===== src/rtl/core/i2cc_pkg.sv =====
// ----------------------------------------------------------------------------
// i2cc_pkg
// Types and constants shared by the three-bus i2c host controller core.
// ----------------------------------------------------------------------------
package i2cc_pkg;

  localparam int NUM_BUS = 3;

  // bus code that maps to no controller
  localparam logic [1:0] BUS_NONE = 2'd3;
  localparam logic [1:0] MCU_BUS  = 2'd1;

  // control byte bits
  localparam int CTL_EN    = 7;
  localparam int CTL_IRQ   = 6;
  localparam int CTL_READ  = 5;
  localparam int CTL_START = 1;
  localparam logic [6:0] CTL_ACK = 7'h10;

  // microcontroller device addresses
  localparam logic [7:0] MCU_DEV_WR = 8'h4A;
  localparam logic [7:0] MCU_DEV_RD = 8'h4B;
  localparam logic [7:0] MCU_DEV_MASK = 8'hFE;

  // microcontroller register map
  localparam logic [7:0] REG_VERSION  = 8'h00;
  localparam logic [7:0] REG_REVISION = 8'h01;
  localparam logic [7:0] REG_BATTERY  = 8'h0B;
  localparam logic [7:0] REG_STATUS   = 8'h0F;
  localparam logic [7:0] REG_FLAG0    = 8'h10;
  localparam logic [7:0] REG_FLAG1    = 8'h11;
  localparam logic [7:0] REG_FLAG2    = 8'h12;
  localparam logic [7:0] REG_FLAG3    = 8'h13;
  localparam logic [7:0] REG_MASK0    = 8'h18;
  localparam logic [7:0] REG_MASK1    = 8'h19;
  localparam logic [7:0] REG_MASK2    = 8'h1A;
  localparam logic [7:0] REG_MASK3    = 8'h1B;
  localparam logic [7:0] REG_LCD_PWR  = 8'h22;
  localparam logic [7:0] REG_NOINC_A  = 8'h29;
  localparam logic [7:0] REG_NOINC_B  = 8'h2D;
  localparam logic [7:0] REG_NOINC_C  = 8'h4F;
  localparam logic [7:0] REG_NOINC_D  = 8'h61;
  localparam logic [7:0] REG_NOINC_E  = 8'h7F;
  localparam logic [7:0] REG_SEC      = 8'h30;
  localparam logic [7:0] REG_MIN      = 8'h31;
  localparam logic [7:0] REG_HOUR     = 8'h32;
  localparam logic [7:0] REG_WDAY     = 8'h33;
  localparam logic [7:0] REG_DAY      = 8'h34;
  localparam logic [7:0] REG_MONTH    = 8'h35;
  localparam logic [7:0] REG_YEAR     = 8'h36;

  // fixed read values
  localparam logic [7:0] VAL_VERSION  = 8'h13;
  localparam logic [7:0] VAL_REVISION = 8'h41;
  localparam logic [7:0] VAL_BATTERY  = 8'h64;
  localparam logic [7:0] VAL_STATUS   = 8'h02;

  typedef struct packed {
    logic       command;
    logic [1:0] bus;
    logic [7:0] value;
    logic [5:0] clock_seconds;
    logic [5:0] clock_minutes;
    logic [4:0] clock_hours;
    logic [4:0] clock_day;
    logic [3:0] clock_month;
    logic [6:0] clock_year;
  } in_t;

  typedef struct packed {
    logic [7:0] bus_data;
    logic [6:0] bus_control;
    logic       bus_irq;
    logic       mcu_irq;
  } out_t;

  typedef struct packed {
    logic [NUM_BUS-1:0][7:0] data_regs;
    logic [NUM_BUS-1:0][6:0] control_regs;
    logic [1:0]              byte_count;
    logic [7:0]              device_address;
    logic [7:0]              register_address;
    logic                    auto_increment;
    logic [31:0]             irq_flags;
    logic [31:0]             irq_mask;
  } state_t;

endpackage


===== src/rtl/core/i2cc_step.sv =====
// ----------------------------------------------------------------------------
// i2cc_step
// Next-state and result logic for one register write, including the
// microcontroller read and write maps.
// ----------------------------------------------------------------------------
module i2cc_step (
  input  i2cc_pkg::in_t    item,
  input  i2cc_pkg::state_t cur,
  output i2cc_pkg::state_t nxt,
  output i2cc_pkg::out_t   res
);

  logic [1:0]  b;
  logic [7:0]  rd_data;
  logic [31:0] rd_flags;
  logic [7:0]  wr_byte;
  logic [31:0] wr_mask;
  logic [31:0] wr_flags;
  logic        wr_fire;
  logic [31:0] lcd_bits;
  logic [1:0]  bc_inc;
  logic        birq;
  logic [7:0]  year_mod;
  logic [7:0]  new_reg;

  function automatic logic [7:0] to_bcd(input logic [6:0] v);
    logic [14:0] prod;
    logic [3:0]  tens;
    logic [6:0]  ones;
    begin
      // divide by ten via reciprocal, exact for values below 128
      prod = {8'b0, v} * 15'd205;
      tens = prod[14:11];
      ones = v - 7'({3'b0, tens} * 7'd10);
      return {tens, ones[3:0]};
    end
  endfunction

  assign b = item.bus;
  assign year_mod = (item.clock_year >= 7'd100) ? {1'b0, item.clock_year - 7'd100}
                                                 : {1'b0, item.clock_year};
  assign wr_byte = cur.data_regs[b];

  // read map
  always_comb begin
    rd_data  = '0;
    rd_flags = cur.irq_flags;
    case (cur.register_address)
      i2cc_pkg::REG_VERSION:  rd_data = i2cc_pkg::VAL_VERSION;
      i2cc_pkg::REG_REVISION: rd_data = i2cc_pkg::VAL_REVISION;
      i2cc_pkg::REG_BATTERY:  rd_data = i2cc_pkg::VAL_BATTERY;
      i2cc_pkg::REG_STATUS:   rd_data = i2cc_pkg::VAL_STATUS;
      i2cc_pkg::REG_FLAG0: begin
        rd_data = cur.irq_flags[7:0];
        rd_flags[7:0] = '0;
      end
      i2cc_pkg::REG_FLAG1: begin
        rd_data = cur.irq_flags[15:8];
        rd_flags[15:8] = '0;
      end
      i2cc_pkg::REG_FLAG2: begin
        rd_data = cur.irq_flags[23:16];
        rd_flags[23:16] = '0;
      end
      i2cc_pkg::REG_FLAG3: begin
        rd_data = cur.irq_flags[31:24];
        rd_flags[31:24] = '0;
      end
      i2cc_pkg::REG_MASK0: rd_data = cur.irq_mask[7:0];
      i2cc_pkg::REG_MASK1: rd_data = cur.irq_mask[15:8];
      i2cc_pkg::REG_MASK2: rd_data = cur.irq_mask[23:16];
      i2cc_pkg::REG_MASK3: rd_data = cur.irq_mask[31:24];
      i2cc_pkg::REG_SEC:   rd_data = to_bcd({1'b0, item.clock_seconds});
      i2cc_pkg::REG_MIN:   rd_data = to_bcd({1'b0, item.clock_minutes});
      i2cc_pkg::REG_HOUR:  rd_data = to_bcd({2'b0, item.clock_hours});
      i2cc_pkg::REG_WDAY:  rd_data = '0;
      i2cc_pkg::REG_DAY:   rd_data = to_bcd({2'b0, item.clock_day});
      i2cc_pkg::REG_MONTH: rd_data = to_bcd({3'b0, item.clock_month});
      i2cc_pkg::REG_YEAR:  rd_data = to_bcd(year_mod[6:0]);
      default:             rd_data = '0;
    endcase
  end

  // lcd power command flag bits
  always_comb begin
    lcd_bits = '0;
    if (wr_byte[0]) lcd_bits = lcd_bits | 32'h1500_0000;
    if (wr_byte[1]) lcd_bits[25] = 1'b1;
    if (wr_byte[2]) lcd_bits[26] = 1'b1;
    if (wr_byte[3]) lcd_bits[27] = 1'b1;
    if (wr_byte[4]) lcd_bits[28] = 1'b1;
    if (wr_byte[5]) lcd_bits[29] = 1'b1;
  end

  // write map; flags only grow, so the last raise decides the interrupt
  always_comb begin
    wr_mask  = cur.irq_mask;
    wr_flags = cur.irq_flags;
    wr_fire  = 1'b0;
    case (cur.register_address)
      i2cc_pkg::REG_MASK0: begin
        wr_mask[7:0] = wr_byte;
        wr_fire = |(cur.irq_flags & ~wr_mask);
      end
      i2cc_pkg::REG_MASK1: begin
        wr_mask[15:8] = wr_byte;
        wr_fire = |(cur.irq_flags & ~wr_mask);
      end
      i2cc_pkg::REG_MASK2: begin
        wr_mask[23:16] = wr_byte;
        wr_fire = |(cur.irq_flags & ~wr_mask);
      end
      i2cc_pkg::REG_MASK3: begin
        wr_mask[31:24] = wr_byte;
        wr_fire = |(cur.irq_flags & ~wr_mask);
      end
      i2cc_pkg::REG_LCD_PWR: begin
        wr_flags = cur.irq_flags | lcd_bits;
        wr_fire  = (|wr_byte[5:0]) && (|(wr_flags & ~cur.irq_mask));
      end
      default: begin
        wr_fire = 1'b0;
      end
    endcase
  end

  assign bc_inc  = (cur.byte_count == 2'd3) ? 2'd3 : cur.byte_count + 2'd1;
  assign new_reg = cur.register_address + {7'b0, cur.auto_increment};

  always_comb begin
    nxt  = cur;
    res  = '0;
    birq = 1'b0;
    if (b != i2cc_pkg::BUS_NONE) begin
      if (!item.command) begin
        nxt.data_regs[b] = item.value;
      end else begin
        nxt.control_regs[b] = item.value[6:0];
        if (item.value[i2cc_pkg::CTL_EN]) begin
          birq = item.value[i2cc_pkg::CTL_IRQ];
          if (item.value[i2cc_pkg::CTL_READ]) begin
            if (item.value[i2cc_pkg::CTL_START]) nxt.byte_count = '0;
            nxt.register_address = new_reg;
            if (b == i2cc_pkg::MCU_BUS && cur.device_address == i2cc_pkg::MCU_DEV_RD) begin
              nxt.data_regs[b] = rd_data;
              nxt.irq_flags    = rd_flags;
            end else begin
              nxt.data_regs[b] = '0;
            end
          end else begin
            nxt.control_regs[b] = item.value[6:0] | i2cc_pkg::CTL_ACK;
            // start resets the counter before this byte counts
            if (item.value[i2cc_pkg::CTL_START]) begin
              nxt.byte_count = 2'd1;
            end else begin
              nxt.byte_count = bc_inc;
            end
            case (nxt.byte_count)
              2'd1: nxt.device_address = wr_byte;
              2'd2: begin
                nxt.register_address = wr_byte;
                if (b == i2cc_pkg::MCU_BUS &&
                    (cur.device_address & i2cc_pkg::MCU_DEV_MASK) == i2cc_pkg::MCU_DEV_WR) begin
                  nxt.auto_increment = !(wr_byte == i2cc_pkg::REG_NOINC_A ||
                                         wr_byte == i2cc_pkg::REG_NOINC_B ||
                                         wr_byte == i2cc_pkg::REG_NOINC_C ||
                                         wr_byte == i2cc_pkg::REG_NOINC_D ||
                                         wr_byte == i2cc_pkg::REG_NOINC_E);
                end
              end
              default: begin
                nxt.register_address = new_reg;
                if (b == i2cc_pkg::MCU_BUS && cur.device_address == i2cc_pkg::MCU_DEV_WR) begin
                  nxt.irq_mask  = wr_mask;
                  nxt.irq_flags = wr_flags;
                  res.mcu_irq   = wr_fire;
                end
              end
            endcase
          end
        end
      end
      res.bus_data    = nxt.data_regs[b];
      res.bus_control = nxt.control_regs[b];
      res.bus_irq     = birq;
    end
  end

endmodule


===== src/rtl/core/i2c_controller_with_mcu_model_core.sv =====
// ----------------------------------------------------------------------------
// i2c_controller_with_mcu_model_core
// Three-bus i2c host controller with a modelled power-management mcu on bus 1.
// ----------------------------------------------------------------------------
// latency: an accepted item is taken by the input register, then stepped into
//   the result register once that register is free or being drained;
//   throughput: one item per cycle while out_ready is high, since the whole register write is decoded
//   by the step logic between the two registers.
// reset: synchronous rst_n clears both valid flags and all controller state.
module i2c_controller_with_mcu_model_core (
  input  logic             clk,
  input  logic             rst_n,
  input  logic             in_valid,
  output logic             in_ready,
  input  i2cc_pkg::in_t    in_data,
  output logic             out_valid,
  input  logic             out_ready,
  output i2cc_pkg::out_t   out_data
);

  i2cc_pkg::in_t    item_r;
  logic             item_valid_r;
  i2cc_pkg::out_t   res_r;
  logic             res_valid_r;
  i2cc_pkg::state_t state_r;
  i2cc_pkg::state_t state_nxt;
  i2cc_pkg::out_t   res_nxt;
  logic             advance;

  // step the item when the result register is free or being drained
  assign advance  = item_valid_r && (!res_valid_r || out_ready);
  assign in_ready = !item_valid_r || advance;

  i2cc_step u_step (
    .item (item_r),
    .cur  (state_r),
    .nxt  (state_nxt),
    .res  (res_nxt)
  );

  always_ff @(posedge clk) begin
    if (!rst_n) begin
      item_valid_r <= 1'b0;
      res_valid_r  <= 1'b0;
      state_r      <= '0;
    end else begin
      if (in_ready) begin
        item_valid_r <= in_valid;
      end
      if (advance) begin
        res_valid_r <= 1'b1;
        state_r     <= state_nxt;
      end else if (out_ready) begin
        res_valid_r <= 1'b0;
      end
    end
  end

  always_ff @(posedge clk) begin
    if (in_ready && in_valid) begin
      item_r <= in_data;
    end
    if (advance) begin
      res_r <= res_nxt;
    end
  end

  assign out_valid = res_valid_r;
  assign out_data  = res_r;

endmodule


===== config.mk =====
export PLATFORM = sky130hd
export DESIGN_NAME = i2c_controller_with_mcu_model_core
export DESIGN_NICKNAME = d
export VERILOG_FILES = /design/src/rtl/core/i2cc_pkg.sv /design/src/rtl/core/i2cc_step.sv /design/src/rtl/core/i2c_controller_with_mcu_model_core.sv
export SDC_FILE = /design/constraint.sdc
export NUM_CORES = 1
export LEC_CHECK = 0
export BUFFER_PORTS_ARGS = -buffer_cell sky130_fd_sc_hd__buf_2
export CAP_MARGIN = 40
export CORE_UTILIZATION = 57
export DETAILED_ROUTE_END_ITERATION = 10
export HOLD_SLACK_MARGIN = 0.03
export MAX_ROUTING_LAYER = met4
export PLACE_DENSITY = 0.76
export SLEW_MARGIN = 20
export SYNTH_ARGS = -nofsm -noshare
export SYNTH_HDL_FRONTEND = slang
export SYNTH_SLANG_ARGS = --single-unit

===== constraint.sdc =====
create_clock -name clk -period 5.3 [get_ports clk]
set_clock_uncertainty 0.05 [all_clocks]
set_input_delay 0 -clock clk [delete_from_list [all_inputs] [get_ports clk]]
set_output_delay 0 -clock clk [all_outputs]
set_load 0.05 [all_outputs]

# After elaboration in Yosys (flattened, before gate mapping)
# Cells that the tools add are included.
# op_classes
addsub	9
n_mul	12
n_div	0
magnitude_cmp	3
n_eq_ne	53
shifts	0
muxes	62
n_bitwise	17
reduce_logical	40
# op_table
cell	n
2-to-1 mux 104 bit	2
AND 32 bit	5
inverter 32 bit	5
OR reduction 32 bit	5
case mux 8 bit (18 select lines)	1
2-to-1 mux 128 bit	1
2-to-1 mux 32 bit	4
2-to-1 mux 64 bit	2
2-to-1 mux 8 bit	14
2-to-1 mux 24 bit	4
equality test 8 x 6 -> 1 bit, second input constant	9
equality test 8 x 5 -> 1 bit, second input constant	8
bitwise mux 24 bit	2
bitwise mux 21 bit	2
equality test 8 x 7 -> 1 bit, second input constant	5
AND reduction 9 bit	4
binary-select mux 8 bit (select 2 bit)	2
bitwise OR 32 x 30 -> 32 bit	1
AND reduction 8 bit	4
!= test 3 bit, second input constant	10
2-to-1 mux 29 bit	1
multiplier 6 x 8 -> 14 bit, second input constant	2
multiplier 5 x 8 -> 13 bit, second input constant	2
!= test 2 bit, second input constant	13
43 further kinds	88
# totals
ff_bits	191
latchBits	0
ram_bits	0
rom_bits	0
inputBits	48
out_inout_bits	19
elab_cells	229
memories	0

# Logic depth before layout (Yosys ltp)
# logic_depth
ltp_word	16
mapped_depth	27
depth_no_buf	27

# By module
# A second synthesis with hierarchy kept.
# hier_totals
hier_cells	1758
area_unflattened_um2	15033.2
# modules_own_cells
module	n_inst	cells_each	area_per_inst_um2	seq_area_each_um2
i2cc_step	1	1132	7977.7	0.0
i2c_controller_with_mcu_model_core	1	626	7055.5	4434.3

# Worst setup path after synthesis
# No wires, ideal clock.
# synth_path
path_kind	reg-to-reg
start	reg item_r[2] (netlist bit)
end	reg res_r (netlist bit out_data[12]) (data pin)
setup_time_ns	0.263
arrival_ns	5.425
required_ns	4.987
path_slack_ns	-0.438
stages_incl_launch_ff	25
path_buffers	0
period_less_slack_ns	5.738
cell_sequence	edfxtp_1 > or3_4 > nor2_1 > nor3_1 > a21o_1 > and2_1 > nor2_1 > fa_1 > ha_1 > inv_1 > fa_1 > inv_1 > ha_1 > nand4_1 > nor3_1 > a211oi_4 > xnor2_1 > ha_1 > inv_1 > fa_1 > xor2_1 > xnor2_1 > mux2_1 > nor2_1 > o41ai_2
# synth_between
elab_chain_cells	14
elab_cells_between_ends	15
cone_classes	2 x add/sub; 2 x mul; 1 x order compare; 10 x mux
# synth_rtl
item	line	source
start, declared	i2c_controller_with_mcu_model_core.sv:21	i2cc_pkg::in_t item_r;
start signal, assigned	i2c_controller_with_mcu_model_core.sv:61	item_r <= in_data;
subtractor 7 bit / greater-or-equal comparator 7 bit (equally long branches)	i2cc_step.sv:40	assign year_mod = (item.clock_year >= 7'd100) ? {1'b0, item.clock_year - 7'd100}
2-to-1 mux 7 bit *	i2cc_step.sv:40	
multiplier 7 x 8 -> 15 bit	i2cc_step.sv:32	prod = {8'b0, v} * 15'd205;
multiplier 4 x 3 -> 3 bit	i2cc_step.sv:34	ones = v - 7'({3'b0, tens} * 7'd10);
subtractor 4 bit *	i2cc_step.sv:34	
case mux 8 bit (18 select lines) *	i2cc_step.sv:48	case (cur.register_address)
bitwise mux 24 bit *	i2cc_step.sv:145	nxt.data_regs[b] = rd_data;
2-to-1 mux 24 bit *	i2cc_step.sv:144	if (b == i2cc_pkg::MCU_BUS && cur.device_address == i2cc_pkg::MCU_DEV_RD) begin
2-to-1 mux 24 bit *	i2cc_step.sv:141	if (item.value[i2cc_pkg::CTL_READ]) begin
2-to-1 mux 128 bit *	i2cc_step.sv:139	if (item.value[i2cc_pkg::CTL_EN]) begin
2-to-1 mux 24 bit *	i2cc_step.sv:135	if (!item.command) begin
2-to-1 mux 24 bit *	i2cc_step.sv:134	if (b != i2cc_pkg::BUS_NONE) begin
binary-select mux 8 bit (select 2 bit) *	i2cc_step.sv:183	res.bus_data = nxt.data_regs[b];
2-to-1 mux 8 bit (not written as such) *	i2cc_step.sv:183	
end signal, assigned	i2c_controller_with_mcu_model_core.sv:64	res_r <= res_nxt;
end, declared	i2c_controller_with_mcu_model_core.sv:23	i2cc_pkg::out_t res_r;
# Every way passes the cells marked *; elsewhere a longest branch is shown, timed or not. The select of a mux whose other input is x is not followed.
# A chain may end at the register's enable or synchronous reset.

# Worst setup path after layout
# layout_path
start	reg item_r[3] (netlist bit)
end	reg state_r[114] (netlist bit)
# layout_between
elab_chain_cells	12
elab_cells_between_ends	13
cone_classes	2 x add/sub; 2 x mul; 1 x order compare; 8 x mux
# layout_rtl
item	line	source
subtractor 7 bit / greater-or-equal comparator 7 bit (equally long branches)	i2cc_step.sv:40	
2-to-1 mux 7 bit *	i2cc_step.sv:40	
multiplier 7 x 8 -> 15 bit	i2cc_step.sv:32	
multiplier 4 x 3 -> 3 bit	i2cc_step.sv:34	
subtractor 4 bit *	i2cc_step.sv:34	
case mux 8 bit (18 select lines) *	i2cc_step.sv:48	
bitwise mux 24 bit *	i2cc_step.sv:145	
2-to-1 mux 24 bit *	i2cc_step.sv:144	
2-to-1 mux 24 bit *	i2cc_step.sv:141	
2-to-1 mux 128 bit *	i2cc_step.sv:139	
2-to-1 mux 24 bit *	i2cc_step.sv:135	
2-to-1 mux 24 bit *	i2cc_step.sv:134	
end signal, assigned	i2c_controller_with_mcu_model_core.sv:52	state_r <= state_nxt;
end, declared	i2c_controller_with_mcu_model_core.sv:25	i2cc_pkg::state_t state_r;
# Marks and branches as above.

==> results.md <==
* Status: complete, but fails checks
* Failing checks: negative setup slack
* Max incr delay on CP at 480 ps
* Storage cell area at 0.00391 sq mm
* Crit-path slowest cell: fa_1
* Global-route usage over all layers at 29.7%
* Initial DRC count at 901
* Worst EP required at 5580 ps
* Fin nets at 1598
* Die W at 147 um
* RSZ-0062 raised after global routing: yes
* Hold path startpoint: in_data[10]
* Number of distinct library cells after synthesis at 90
* Routed vias at 10100
* Die Ht at 147 um
* DRC viols at 0
* Fillers at 1493
* Synth area leaders: dfxtp_1 (17%), ha_1 (15%), edfxtp_1 (15%)
* Largest net degree at the start of global routing at 102
* Max FO, Critical Path at 4
* Tmin final at 5780 ps
* Mapped Area at 0.0120 sq mm
* Clk pin slew, worst setup/hold paths at 70 ps
* Worst hold path type: input port to flop
* Die ar. at 0.0216 sq mm
* TritonCTS buffer count at 17
* Final Hold Viols at 0
* Critical Path Sink Type: flop
* Clock tree root driver cell: clkbuf_16
* IO Port Bufs at 66
* Antenna violations before repair at 0
* Final setup fails at 6
* H-Tree Depth at 4
* GRT overflow at 0
* Max Clk Rate at 0.173 GHz
* Per-cell routed wire length at 18.6 um
* CTS sink count at 165
* Leakage at 6.46 nW
* Pins Over Slew Limit at 0
* Final HPWL from detailed placement at 20.8 mm
* Multi-input gate area at 0.00771 sq mm
* Slew @ Worst Pin at 859 ps
* Yosys top cell by area: dfxtp_1
* Share of cells above drive strength 1 at 17.2%
* Post-synthesis instance total at 1245
* Tcrit/Tclk final at 109%
* Syn Area/Cell at 9.63 sq um
* Async SR Flop Fraction at 0%
* Worst skew pair latency at 440 ps
* Antenna cells at 0
* Setup TNS at -2170 ps
* Register area share after synthesis at 32.7%
* Worst VDD drop at 0.203 mV
* Core area at 0.0204 sq mm
* Number of synthesized flops with an enable pin at 61
* Gpl congestion at 0.921
* DRT Pass-1 Iters at 6
* PD cells at 273 mW/mm^2
* Worst r2r src: item_r[3]$_DFFE_PP_
* CP Launch Type: flop
* Crit path arrival time at 6060 ps
* Synthesis Warnings at 0
* Initial Utilization at 58.7%
* Global-route wire length before repair at 49.6 mm
* Max cap viols at 0
* Design area at 0.0142 sq mm
* Synth top area share at 17.4%
* Top_reg_cell synth: dfxtp_1
* Post-Syn Nets at 1469
* Clock Tree Buf Depth at 2
* Drt via density at 6.08
* CTS tree: yes
* Worst setup path start: item_r[3]$_DFFE_PP_
* Crit path kind: flop to flop
* Number of global-route vias before repair at 9951
* Synth Register Bits at 165
* Area growth, synth to finish at 18.5%
* Slew margin rel. at 42.3%
* Cell Chain, Critical Path: inv_2 > ha_4 > nor3b_4 > nor2_4 > nor3_4 > a21o_1 > and2_4 > nor2_4 > fa_1 > ha_1 > inv_2 > fa_1 > inv_1 > ha_1 > nand4_1 > nor3_2 > a211oi_4 > o21bai_1 > xnor2_2 > fa_2 > a211o_1 > a222oi_1 > nand2_1 > o211a_1
* Ports at 67
* Worst setup margin at -480 ps
* FP Rows at 52
* Final wirelength at 30.8 mm
* Cell Area, Placed at 0.0128 sq mm
* Post-DRT Antenna Nets at 0
* Pre-CTS setup slack at -553 ps
cells in the mapped netlist, types with 6 or more instances:
library cell  count
fa_1             28
buf_1             7
nor2_1           72
edfxtp_1         61
clkbuf_1         40
o21a_1            9
nand4_1           8
o22ai_1          15
nor3b_1           7
or2_2             7
a21oi_1          60
mux2i_1          65
and3_1            7
a22oi_1          13
and2_1           18
xor2_1           10
nand2_1          82
nor3_1           25
o211a_1          17
a31oi_1           8
inv_1           104
xnor2_1          16
a221oi_1         13
dfxtp_1         104
o21ai_0          61
ha_1            148
a21o_1            7
mux4_2            7
mux2_2            6
nand2b_1          9
nor2b_1          65
nand3_1          20
a21boi_0         12
cells by family after synthesis:
kind of cell,Yosys count,share of synthesized area [%]
AO/OA/AOI/OAI,282,16.6
AND/OR/NAND/NOR,352,15.2
multiplexers,79,7.40
flip-flops,165,32.7
adder cells (fa/ha/maj),176,20.1
XOR/XNOR,30,2.65
buffers and inverters,161,5.32
routing by layer:
layer	vias to the layer above	GRT usage [%]	wire, um
met4	0	9.59	699
met2	415	50.2	15100
met1	4814	36.6	13000
met3	69	4.47	1940
li1	4773	-	-
met5	-	-	0
final cells by class:
type                            count  area share (%)
Tap cell                          270            2.38
Sequential cell                   165            27.5
Clock buffer                       17            2.99
Multi-Input combinational cell    919            54.2
Inverter                          105            2.77
Clock inverter                     15            1.45
Timing Repair Buffer              166            8.62
power by group:
| part | internal, mW | switching, mW | total, mW |
|---|---|---|---|
| combinational | 0.549 | 0.608 | 1.16 |
| clock | 0.688 | 0.627 | 1.31 |
| sequential | 1.36 | 0.0476 | 1.40 |
placed cells by master (no fill, tap or decap), types with 7 or more instances in the layout:
cell,instances
a21boi_0,11
a21o_1,7
a21oi_1,58
a221oi_1,12
a22oi_1,13
a31oi_1,8
and2_1,16
and3_1,7
buf_2,66
buf_4,48
clkbuf_16,17
dfxtp_1,104
dlygate4sd3_1,48
edfxtp_1,61
fa_1,25
ha_1,137
ha_4,9
inv_1,99
mux2i_1,65
mux4_2,7
nand2_1,82
nand2b_1,9
nand3_1,19
nand4_1,8
nor2_1,69
nor2b_1,64
nor3_1,23
o211a_1,17
o21a_1,9
o21ai_0,55
o22ai_1,14
or2_2,7
xnor2_1,14
xor2_1,9
through the flow:
step / hold slack, ps / utilization (%) / instances / power (mW)
2_1_floorplan: 48.9 / - / 1245 / 2.16
3_3_place_gp: 127 / 62.4 / 1563 / 2.39
3_5_place_dp: 128 / 62.5 / 1565 / 2.43
4_1_cts: 151 / 68.7 / 1648 / 3.83
5_1_grt: 210 / 69.5 / 1657 / 4.08
6_report: 209 / 69.5 / 1657 / 3.88
worst paths after layout:
path	endpoint	slack, ps	cells past startpoint
hold / removal	item_r[10]$_DFFE_PP_	210	2
setup reg to reg	state_r[114]$_SDFFE_PN0P_	-480	24
hold reg to reg	state_r[108]$_SDFFE_PN0P_	440	2
setup / recovery	state_r[114]$_SDFFE_PN0P_	-480	24
worst max-delay path, delay by kind of cell, from the launching register on:
family                     cells  cell delay, ps
AOI/OAI and AO/OA              6            1580
xor gates and xnor gates       1             250
adders and majority gates      6            2110
buffers and inverters          3             200
DFF                            1             430
and+or+nand+nor                8            1070
repair_timing:
action                                  in CTS  in global routing
endpoints found under the setup margin       9                 13
hold endpoints to repair                    46                 36
gates cloned                                 0                  0
gates resized for setup                     25                 20
buffers inserted                             4                  7
hold buffers                                47                  1
pin swaps                                   29                 22
registers in the layout (all words and copies together) (netlist names):
register and cells:
item_valid_r 1, state_r 102, out_valid 1, out_data 17, item_r 44
(Power assumes the default switching activity.)
